$ cat src/frame_index_bcd_msf_convert_core_defines.svh
// Assertion macros used by the converter core to check the conversion pipeline.
`ifndef FRAME_INDEX_BCD_MSF_CONVERT_CORE_DEFINES_SVH
`define FRAME_INDEX_BCD_MSF_CONVERT_CORE_DEFINES_SVH

// Same-cycle implication, checked outside reset.
`define MSF_ASSERT_NOW(label, clk, rst_n, cond, conseq, msg) \
    label: assert property (@(posedge clk) disable iff (!rst_n) (cond) |-> (conseq)) \
        else $error(msg);

// Next-cycle implication, checked outside reset.
`define MSF_ASSERT_NEXT(label, clk, rst_n, cond, conseq, msg) \
    label: assert property (@(posedge clk) disable iff (!rst_n) (cond) |=> (conseq)) \
        else $error(msg);

`endif

$ cat src/msf_pkg.sv
`default_nettype none

package msf_pkg;

    typedef enum logic {
        REQ_ENCODE = 1'b0,
        REQ_DECODE = 1'b1
    } msf_req_t;

    typedef struct packed {
        logic s1;
        logic s2;
        logic s3;
        logic s4;
    } msf_ld_t;

    localparam logic signed [20:0] FRAME_BIAS    = 21'sd150;
    localparam logic signed [20:0] MAX_ABS_FRAME = 21'sd449999;

    // Reciprocal of 75: exact quotient for any count below 2^19.
    localparam logic [18:0] RECIP_75    = 19'd447393;
    localparam int          RECIP_75_SH = 25;
    // Reciprocal of 60: exact quotient for any second count below 6000.
    localparam logic [13:0] RECIP_60    = 14'd8739;
    localparam int          RECIP_60_SH = 19;

    function automatic logic [7:0] unpack_bcd(input logic [7:0] b);
        logic [7:0] hi;
        logic [7:0] lo;
        hi = {4'd0, b[7:4]};
        lo = {4'd0, b[3:0]};
        return (hi << 3) + (hi << 1) + lo;
    endfunction

    // Tens digit by multiplication with 205/2048, exact below 1029.
    function automatic logic [7:0] pack_bcd(input logic [6:0] v);
        logic [14:0] prod;
        logic [3:0]  tens;
        logic [6:0]  ones;
        prod = 15'(v) * 15'd205;
        tens = prod[14:11];
        ones = v - ((7'(tens) << 3) + (7'(tens) << 1));
        return {tens, ones[3:0]};
    endfunction

endpackage

`default_nettype wire

$ cat src/msf_encode.sv
`default_nettype none

module msf_encode
    import msf_pkg::*;
(
    input  wire logic               clk,
    input  wire msf_ld_t            ld,
    input  wire logic signed [19:0] frame_index,
    output logic [6:0]              minutes,
    output logic [5:0]              seconds,
    output logic [6:0]              frames
);

    logic signed [20:0] biased;
    logic [18:0]        x_next;
    logic [18:0]        x1_reg;
    logic [18:0]        x2_reg;
    logic [37:0]        prod2_reg;
    logic [12:0]        secs_total;
    logic [18:0]        frame_full;
    logic [12:0]        secs3_reg;
    logic [6:0]         frames3_reg;
    logic [26:0]        mprod3_reg;
    logic [6:0]         mins_q;
    logic [12:0]        sec_full;
    logic [6:0]         mins4_reg;
    logic [5:0]         secs4_reg;
    logic [6:0]         frames4_reg;

    always_comb
    begin
        biased = 21'(frame_index) + FRAME_BIAS;
        if (biased[20])
        begin
            x_next = '0;
        end
        else if (biased > MAX_ABS_FRAME)
        begin
            x_next = MAX_ABS_FRAME[18:0];
        end
        else
        begin
            x_next = biased[18:0];
        end
    end

    assign secs_total = prod2_reg[RECIP_75_SH +: 13];
    assign frame_full = x2_reg - 19'(secs_total) * 19'd75;
    assign mins_q     = mprod3_reg[RECIP_60_SH +: 7];
    assign sec_full   = secs3_reg - 13'(mins_q) * 13'd60;

    always_ff @(posedge clk)
    begin
        if (ld.s1)
        begin
            x1_reg <= x_next;
        end
        if (ld.s2)
        begin
            x2_reg    <= x1_reg;
            prod2_reg <= 38'(x1_reg) * 38'(RECIP_75);
        end
        if (ld.s3)
        begin
            secs3_reg   <= secs_total;
            frames3_reg <= frame_full[6:0];
            mprod3_reg  <= 27'(secs_total) * 27'(RECIP_60);
        end
        if (ld.s4)
        begin
            mins4_reg   <= mins_q;
            secs4_reg   <= sec_full[5:0];
            frames4_reg <= frames3_reg;
        end
    end

    assign minutes = mins4_reg;
    assign seconds = secs4_reg;
    assign frames  = frames4_reg;

endmodule

`default_nettype wire

$ cat src/msf_decode.sv
`default_nettype none

module msf_decode
    import msf_pkg::*;
(
    input  wire logic        clk,
    input  wire msf_ld_t     ld,
    input  wire logic [7:0]  minute_bcd,
    input  wire logic [7:0]  second_bcd,
    input  wire logic [7:0]  frame_bcd,
    output logic [20:0]      index_out
);

    logic [7:0]  m1_reg;
    logic [7:0]  s1_reg;
    logic [7:0]  f1_reg;
    logic [13:0] t2_reg;
    logic [7:0]  f2_reg;
    logic [19:0] v3_reg;
    logic [7:0]  f3_reg;
    logic [20:0] idx4_reg;

    always_ff @(posedge clk)
    begin
        if (ld.s1)
        begin
            m1_reg <= unpack_bcd(minute_bcd);
            s1_reg <= unpack_bcd(second_bcd);
            f1_reg <= unpack_bcd(frame_bcd);
        end
        if (ld.s2)
        begin
            t2_reg <= 14'(m1_reg) * 14'd60 + 14'(s1_reg);
            f2_reg <= f1_reg;
        end
        if (ld.s3)
        begin
            v3_reg <= 20'(t2_reg) * 20'd75;
            f3_reg <= f2_reg;
        end
        if (ld.s4)
        begin
            idx4_reg <= 21'(v3_reg) + 21'(f3_reg) - 21'(FRAME_BIAS);
        end
    end

    assign index_out = idx4_reg;

endmodule

`default_nettype wire

$ cat src/frame_index_bcd_msf_convert_core.sv
// Frame index to packed BCD minute:second:frame converter, both directions.
// Input beats arrive on the s_axis channel: tuser selects the request (encode
// a signed frame index, or decode three packed BCD bytes) and tdata carries
// the operands. Each input beat yields exactly one output beat on m_axis,
// with the unused result fields driven to zero.
// The datapath is a five-stage pipeline: each beat passes through the s1 to
// s4 stage registers and then the output register. One beat per cycle is
// taken while the output side keeps up. Latency is set by the two reciprocal
// multiplications of the encode path, each followed by a register.
// When the receiver stalls, the result holds on m_axis and empty stages
// behind it keep filling; s_axis_tready falls only once all five stages
// hold beats. No beat is lost or repeated.
// Reset clears all stage valid bits; the pipeline is then empty and ready.
`default_nettype none
`include "frame_index_bcd_msf_convert_core_defines.svh"

module frame_index_bcd_msf_convert_core
    import msf_pkg::*;
(
    input  wire logic        clk,
    input  wire logic        rst_n,
    input  wire logic        s_axis_tvalid,
    output logic             s_axis_tready,
    // [19:0] frame_index, [27:20] minute_bcd, [35:28] second_bcd,
    // [43:36] frame_bcd, [47:44] zero
    input  wire logic [47:0] s_axis_tdata,
    // [0] req_type
    input  wire logic        s_axis_tuser,
    output logic             m_axis_tvalid,
    input  wire logic        m_axis_tready,
    // [20:0] index_out, [28:21] minute_bcd_out, [35:29] second_bcd_out,
    // [42:36] frame_bcd_out, [47:43] zero
    output logic [47:0]      m_axis_tdata
);

    logic [4:0]     valid_reg;
    logic [4:0]     valid_next;
    logic [4:0]     ready;
    msf_req_t       mode_reg [4];
    msf_ld_t        ld;
    logic [6:0]     enc_minutes;
    logic [5:0]     enc_seconds;
    logic [6:0]     enc_frames;
    logic [20:0]    dec_index;
    logic [20:0]    index_out_reg;
    logic [7:0]     minute_out_reg;
    logic [6:0]     second_out_reg;
    logic [6:0]     frame_out_reg;
    logic [7:0]     sec_packed;
    logic [7:0]     frame_packed;

    always_comb
    begin
        ready[4] = !valid_reg[4] || m_axis_tready;
        ready[3] = !valid_reg[3] || ready[4];
        ready[2] = !valid_reg[2] || ready[3];
        ready[1] = !valid_reg[1] || ready[2];
        ready[0] = !valid_reg[0] || ready[1];

        valid_next[0] = ready[0] ? s_axis_tvalid : valid_reg[0];
        valid_next[1] = ready[1] ? valid_reg[0] : valid_reg[1];
        valid_next[2] = ready[2] ? valid_reg[1] : valid_reg[2];
        valid_next[3] = ready[3] ? valid_reg[2] : valid_reg[3];
        valid_next[4] = ready[4] ? valid_reg[3] : valid_reg[4];
    end

    assign ld.s1 = ready[0];
    assign ld.s2 = ready[1];
    assign ld.s3 = ready[2];
    assign ld.s4 = ready[3];

    always_ff @(posedge clk or negedge rst_n)
    begin
        if (!rst_n)
        begin
            valid_reg <= '0;
        end
        else
        begin
            valid_reg <= valid_next;
        end
    end

    always_ff @(posedge clk)
    begin
        if (ld.s1)
        begin
            mode_reg[0] <= msf_req_t'(s_axis_tuser);
        end
        if (ld.s2)
        begin
            mode_reg[1] <= mode_reg[0];
        end
        if (ld.s3)
        begin
            mode_reg[2] <= mode_reg[1];
        end
        if (ld.s4)
        begin
            mode_reg[3] <= mode_reg[2];
        end
    end

    msf_encode u_encode (
        .clk         (clk),
        .ld          (ld),
        .frame_index (s_axis_tdata[19:0]),
        .minutes     (enc_minutes),
        .seconds     (enc_seconds),
        .frames      (enc_frames)
    );

    msf_decode u_decode (
        .clk        (clk),
        .ld         (ld),
        .minute_bcd (s_axis_tdata[27:20]),
        .second_bcd (s_axis_tdata[35:28]),
        .frame_bcd  (s_axis_tdata[43:36]),
        .index_out  (dec_index)
    );

    assign sec_packed   = pack_bcd(7'(enc_seconds));
    assign frame_packed = pack_bcd(enc_frames);

    always_ff @(posedge clk)
    begin
        if (ready[4])
        begin
            unique case (mode_reg[3])
                REQ_ENCODE:
                begin
                    index_out_reg  <= '0;
                    minute_out_reg <= pack_bcd(enc_minutes);
                    second_out_reg <= sec_packed[6:0];
                    frame_out_reg  <= frame_packed[6:0];
                end
                REQ_DECODE:
                begin
                    index_out_reg  <= dec_index;
                    minute_out_reg <= '0;
                    second_out_reg <= '0;
                    frame_out_reg  <= '0;
                end
                default:
                begin
                    index_out_reg  <= '0;
                    minute_out_reg <= '0;
                    second_out_reg <= '0;
                    frame_out_reg  <= '0;
                end
            endcase
        end
    end

    assign s_axis_tready = ready[0];
    assign m_axis_tvalid = valid_reg[4];
    assign m_axis_tdata  = {5'd0, frame_out_reg, second_out_reg, minute_out_reg,
                            index_out_reg};

    `MSF_ASSERT_NOW(a_ready_only_when_full, clk, rst_n, !s_axis_tready,
        (valid_reg == 5'b11111) && m_axis_tvalid && !m_axis_tready,
        "input stalled while the pipeline has room")

    `MSF_ASSERT_NOW(a_seconds_digit, clk, rst_n, m_axis_tvalid,
        m_axis_tdata[35:33] <= 3'd5 && m_axis_tdata[32:29] <= 4'd9,
        "encoded seconds are not valid BCD below 60")

    `MSF_ASSERT_NOW(a_unused_fields_zero, clk, rst_n, m_axis_tvalid,
        (m_axis_tdata[20:0] == 21'd0) || (m_axis_tdata[42:21] == 22'd0),
        "both result kinds driven in one beat")

    `MSF_ASSERT_NEXT(a_beat_advances, clk, rst_n, valid_reg[3] && ready[4],
        m_axis_tvalid, "stage four beat did not reach the output")

endmodule

`default_nettype wire

$ cat config.mk
export PLATFORM = sky130hd
export DESIGN_NAME = frame_index_bcd_msf_convert_core
export DESIGN_NICKNAME = d
export VERILOG_FILES = /design/src/msf_pkg.sv /design/src/msf_encode.sv /design/src/msf_decode.sv /design/src/frame_index_bcd_msf_convert_core.sv
export VERILOG_INCLUDE_DIRS = /design/src /design/src/src
export SDC_FILE = /design/constraint.sdc
export NUM_CORES = 1
export LEC_CHECK = 0
export ABC_AREA = 1
export BUFFER_PORTS_ARGS = -buffer_cell sky130_fd_sc_hd__buf_2
export CORE_MARGIN = 3
export CORE_UTILIZATION = 52
export DETAILED_ROUTE_END_ITERATION = 10
export PLACE_DENSITY = 0.69
export REMOVE_ABC_BUFFERS = 1
export SLEW_MARGIN = 20
export SYNTH_ARGS = -nofsm -noshare
export SYNTH_HDL_FRONTEND = slang
export SYNTH_SLANG_ARGS = --single-unit
$ cat constraint.sdc
create_clock -name clk -period 7.7 [get_ports clk]
set_input_delay 1.54 -clock clk [delete_from_list [all_inputs] [get_ports clk]]
set_output_delay 1.54 -clock clk [all_outputs]
set_load 0.02 [all_outputs]
==> metrics, run 1 <==
status complete, no violations; Final ANT Viol Nets 0; Synth Register Bits 226; Via density roughly 5; htree depth 1; post-CTS setup buffers 0; Tcrit/Tclk final 0.754; most used cell, CP nand2_1; post-cts hold buffer count 0; diode count 0; CTS tree yes; synth warn 0; Hold Vio Cnt, Final 0; Synth Flop Type edfxtp_1; Congestion Overflow GR 0; WL/cell roughly 14 microns; Setup crit end kind register; Mapped Area ~24000 sq um; Non-Filler Instances 3120; ys async rst share 0.0221; Crit path arrival time 6.11 ns; Synth area leader edfxtp_1; Resized cells post-CTS 0; post-synthesis sequential area ratio 0.286; Worst Path Max Fanout 5; global-route wire length before repair 74.6 mm; top-count cell post-synth inv_1; Starting DRT DRC Count 586; HP Class register to register; CTS root buffer clkbuf_16; drt first pass iters 6; drt total wl approximately 43 mm; Die X 219 microns; Fin Hold WS 0.418 ns; Util after Layout 0.575; # setup viols final 0; CP max stage cell fa_1; RSZ-0062 raised after global routing false; final slew viol count 0; Final Critical Period slightly below 6 ns; Total Neg Setup Slack 0 ns; Synth Instances around 2400; via count of the routed design 15500; top cells by count, synth inv_1 (555), ha_1 (459), nand2_1 (296), edfxtp_1 (221), fa_1 (207); Synth cell types 44; fillcell total roughly 3800; placed cells approximately 3100; Clk Latency, worst-skew pair 0.55 ns; post-DP HPWL around 37 mm; share of cells above drive strength 1 0.0712; area delta synth->final 8.38%; Die ar. around 48000 sq um; Clock transition at path regs 0.06 ns; Avg Inst Size Synth around 9.9 sq um; Area contributors post-synth edfxtp_1 (28%), ha_1 (24%), fa_1 (18%); core box area approximately 45000 sq um; antenna violations before repair 0; DR DRC count 0; Required @ worst endpoint approximately 8.0 ns; # IOs around 100; I/O Buffers 93; Slew headroom 0.370; fmax around 170 MHz; CTS Buffer Depth 3; RD Place Congestion 0.891; Synth top area share 0.281; Post-synth EDFFs 221; # rows between 70 and 80; worst-margin pin slew 0.943 ns; vias in the first global route ~16000; die boundary height between 200 and 250 microns; clk_skew around 0.017 ns; Crit Path Class register to register; max_cap viols 0; GRT Overall Usage 0.187; crit-path cells inv_1 -> fa_1 -> fa_1 -> inv_1 -> fa_1 -> fa_1 -> fa_1 -> inv_1 -> fa_1 -> inv_1 -> ha_1 -> a21oi_1 -> o21ai_0 -> a21oi_1 -> nand2_1 -> nand2_1 -> o211ai_1 -> nand2_1 -> nand2_1 -> nand2_1 -> nand2_1 -> nand2_1 -> nand2_1; largest net degree at the start of global routing between 50 and 60; clk sinks roughly 230; Num CTS Buffers 25; final layout net count ~3200; nature of the critical path startpoint register; slowest cell delay on critical path between 0.5 and 0.6 ns; flop2flop setup slack between 1.5 and 2 ns; Initial Util 0.530
==> layout by cell type, fill, tap and decap left out, drive strengths merged, types with 19 or more instances in the layout <==
cell type  Yosys  final
a21oi        130    130
buf            7     98
clkbuf         4     33
edfxtp       221    221
fa           207    207
ha           459    459
inv          561    563
nand2        302    302
nand3         74     74
nand4         19     19
nor2         147    147
o21ai         48     48
xnor2         40     40
xor2          80     80
==> final timing paths <==
kind	from	end	depth (start not counted)
worst max-delay path	u_encode.x1_reg[11]	u_encode.prod2_reg[35]	23
max in group asynchronous	rst_n	valid_reg[3]	1
worst min register to register	mode_reg[0]	mode_reg[1]	0
min in group asynchronous	rst_n	valid_reg[4]	1
worst max register to register	u_encode.x1_reg[11]	u_encode.prod2_reg[35]	23
worst min-delay path	mode_reg[0]	mode_reg[1]	0
==> per-stage QoR <==
stage	cell area [sq um]	worst slack [ns]
3_3_place_gp	24900	1.96
5_1_grt	25600	1.54
4_1_cts	25600	1.87
6_report	25600	1.90
2_1_floorplan	23600	0.331
3_5_place_dp	24900	1.91
==> kinds of logic (layout without fill, tap and decap cells) <==
logic type	Yosys count	count (layout)	share of synthesized area
fa+ha+maj	666	666	0.418
simple gates	575	575	0.104
buf+inv	572	705	0.0919
compound gates	231	231	0.0562
flops	226	226	0.286
xor+xnor	120	120	0.0444
other cells	1	5	0.000159
==> layer usage <==
metal	global-route usage	wire length, microns	up-vias
met4	0.0413	754	0
met2	0.335	21300	241
met3	0.0253	1910	57
li1	-	-	7973
met5	0	0	-
met1	0.242	19300	7275
==> final cells by class <==
| cell class | count | area, sq um | area share |
|---|---|---|---|
| Inverter | 561 | 2110 | 0.0821 |
| Clock buffer | 33 | 666 | 0.0260 |
| Sequential cell | 226 | 6760 | 0.264 |
| Tap cell | 592 | 741 | 0.0289 |
| Clock inverter | 13 | 124 | 0.00483 |
| Multi-Input combinational cell | 1597 | 14700 | 0.575 |
| Timing Repair Buffer | 98 | 503 | 0.0196 |
==> worst max-delay path: cells and delay by family (launching register included) <==
kind	cells	cell delay, ns
buf+inv	4	0.43
fa+ha+maj	7	3.44
simple gates	8	0.53
compound gates	4	0.61
flops	1	0.53
Power of run 1 is not shown: default switching activity piles up to over one toggle a cycle in this logic, so the estimate is an artifact.
==> run 2: changes to the inputs <==
--- a/config.mk
+++ b/config.mk
@@ -11,7 +11,7 @@
 export CORE_MARGIN = 3
 export CORE_UTILIZATION = 52
 export DETAILED_ROUTE_END_ITERATION = 10
-export PLACE_DENSITY = 0.69
+export PLACE_DENSITY = 0.72
 export REMOVE_ABC_BUFFERS = 1
 export SLEW_MARGIN = 20
 export SYNTH_ARGS = -nofsm -noshare
==> constraint.sdc (replaced) <==
create_clock -name clk -period 5.2 [get_ports clk]
set_input_delay 1.04 -clock clk [delete_from_list [all_inputs] [get_ports clk]]
set_output_delay 1.04 -clock clk [all_outputs]
set_load 0.02 [all_outputs]
==> run 2 against run 1 <==
  * Clock skew is 0.00051 ns higher
  * Critical path depth is 5 lower
  * Die area is the same
  * Final cell count up 1.6%
  * Clock-buffer cell count fell by 5
  * Global-route usage grew 0.82 points
  * Core utilization is 1.5 points higher
  * Fmax increased by 13%
  * Critical endpoint is now u_encode.prod2_reg[37]
  * Highest routed layer is now met5
==> metrics, run 2 (synthesis results as in run 1) <==
core box area 44600 sq um (unchanged); Worst Setup SP u_encode.x1_reg[10]; WL/cell 14.3 microns (+3.1%); Starting DRT DRC Count 695 (+19%); Util after Layout 0.590 (+0.0155); Final ANT Viol Nets 0 (unchanged); CTS Buffer Depth 3 (unchanged); register area 6760 sq um (unchanged); GRT Overall Usage 0.196 (+0.00821); Slew headroom 0.329 (-0.0408); post-DP HPWL 38.0 mm (+2.9%); largest net degree at the start of global routing 52 (+2.0%); Worst Path Max Fanout 4 (-1); status complete, no violations; post-cts hold buffer count 0 (unchanged); vias in the first global route 16600 (+1.2%); Crit Path Class register to register; antenna violations before repair 1 (+1); Critical R2R Launch u_encode.x1_reg[10]; Clock transition at path regs 0.06 ns (about the same); Setup crit end kind register; Hold Vio Cnt, Final 0 (unchanged); # rows 77 (unchanged); drt first pass iters 7 (+1); commonest non-fill, non-tap cell in the layout inv_1; via count of the routed design 16000 (+2.8%); Initial Util 0.530 (unchanged); fillcell total 3723 (-0.72%); die boundary height 219 microns (unchanged); global-route wire length before repair 77.6 mm (+3.9%); diode count 0 (unchanged); Num CTS Buffers 26 (+4.0%); Final Critical Period 5.14 ns (-0.662 ns); share of cells above drive strength 1 0.114 (+0.0425); clk_skew 0.0172 ns (+0.000515 ns); I/O Buffers 93 (unchanged); final layout net count 3277 (+1.5%); fmax 194 MHz (+13%); Die X 219 microns (unchanged); CTS root buffer clkbuf_16; Clk Latency, worst-skew pair 0.55 ns (about the same); Die ar. 48100 sq um (unchanged); worst-margin pin slew 1.00 ns (+0.0612 ns); RD Place Congestion 0.902 (+1.2%); Required @ worst endpoint 5.49 ns (-2.52 ns); RSZ-0062 raised after global routing true; drt total wl 45.3 mm (+4.8%); clk sinks 226 (unchanged); most frequent cells in the layout inv_1 (542), ha_1 (446), nand2_1 (284), edfxtp_1 (221), fa_1 (206); HP Class primary input to async pin; Via density 5.04 (+1.2%); # IOs 103 (unchanged); area of the multi-input gates 15100 sq um (+2.1%); # setup viols final 0 (unchanged); max_cap viols 0 (unchanged); final slew viol count 0 (unchanged); Tcrit/Tclk final 0.989 (+0.235); CTS tree yes; Congestion Overflow GR 0 (unchanged); DR DRC count 0 (unchanged); Crit path arrival time 5.43 ns (-0.68 ns); nature of the critical path startpoint register; Fin Hold WS 0.309 ns (-0.109 ns); area delta synth->final 11.3%; htree depth 1 (unchanged)
-- run 2: cell count changes in the layout (fill, tap and decap cells not counted), moves of 9 or more --
cell,previous run,this run
inv_2,8,19
ha_1,459,446
buf_4,5,51
nand2_1,295,284
o21ai_0,48,38
nand2_2,5,14
ha_4,0,11
inv_1,553,542
-- run 2: timing repair --
action / 4_1_cts / 5_1_grt
buffers inserted: 2 / 5
cloned: 0 / 0
pin swaps: 10 / 45
resized for setup: 19 / 62
setup endpoints to repair: 13 / 13
-- run 2: layer usage --
| layer | part of all wire | vias to the layer above | wire, microns | track usage |
|---|---|---|---|---|
| li1 | - | 8084 | - | - |
| met1 | 0.45 | 7589 | 20200 | 0.257 |
| met2 | 0.49 | 235 | 22000 | 0.338 |
| met3 | 0.044 | 75 | 2010 | 0.0345 |
| met4 | 0.023 | 2 | 1040 | 0.0458 |
| met5 | 0.00044 | - | 20 | 0 |
-- run 2: final cells by class --
type / instances / share of cell area
clock buffers: 28 / 0.0250
clock inverters: 20 / 0.00523
inverters: 561 / 0.0800
multi-input cells: 1597 / 0.572
flip-flops and latches: 226 / 0.257
well taps: 592 / 0.0281
repair buffers: 146 / 0.0331
-- run 2: through the flow --
| stage | instance area (sq um) | setup TNS [ns] | setup WS, ns | cells |
|---|---|---|---|---|
| global route | 26300 | -1.09 | -0.170 | 3170 |
| finish | 26300 | 0 | 0.0579 | 3170 |
| global placement | 25200 | -0.969 | -0.174 | 3116 |
| detailed placement | 25200 | -2.35 | -0.260 | 3116 |
| floorplan | 23600 | -37.71 | -1.17 | 2384 |
| CTS | 26100 | -0.00334 | -0.00334 | 3166 |
-- run 2: worst paths after layout --
| kind | slack (ns) | cells past startpoint | end |
|---|---|---|---|
| worst max-delay path | 0.06 | 18 | u_encode.prod2_reg[37] |
| worst max register to register | 0.06 | 18 | u_encode.prod2_reg[37] |
| min in group clk | 0.42 | 0 | u_decode.f2_reg[1] |
| worst min register to register | 0.42 | 0 | u_decode.f2_reg[1] |
| max in group asynchronous | 4.74 | 1 | valid_reg[2] |
| worst min-delay path | 0.31 | 1 | valid_reg[1] |
-- run 2: critical path, cell delays in order (launching register included) --
cell and delay [ns]:
edfxtp_1 0.41, inv_2 0.14, fa_1 0.44, fa_1 0.53
inv_1 0.06, fa_1 0.53, fa_2 0.45, fa_1 0.50
inv_2 0.04, fa_1 0.48, inv_2 0.05, ha_4 0.29
buf_6 0.10, nand4_1 0.17, nor3_2 0.26, nand3_1 0.12
nand3_2 0.12, a21oi_2 0.07, xor2_1 0.14
Power of run 2 is left out for the same reason.
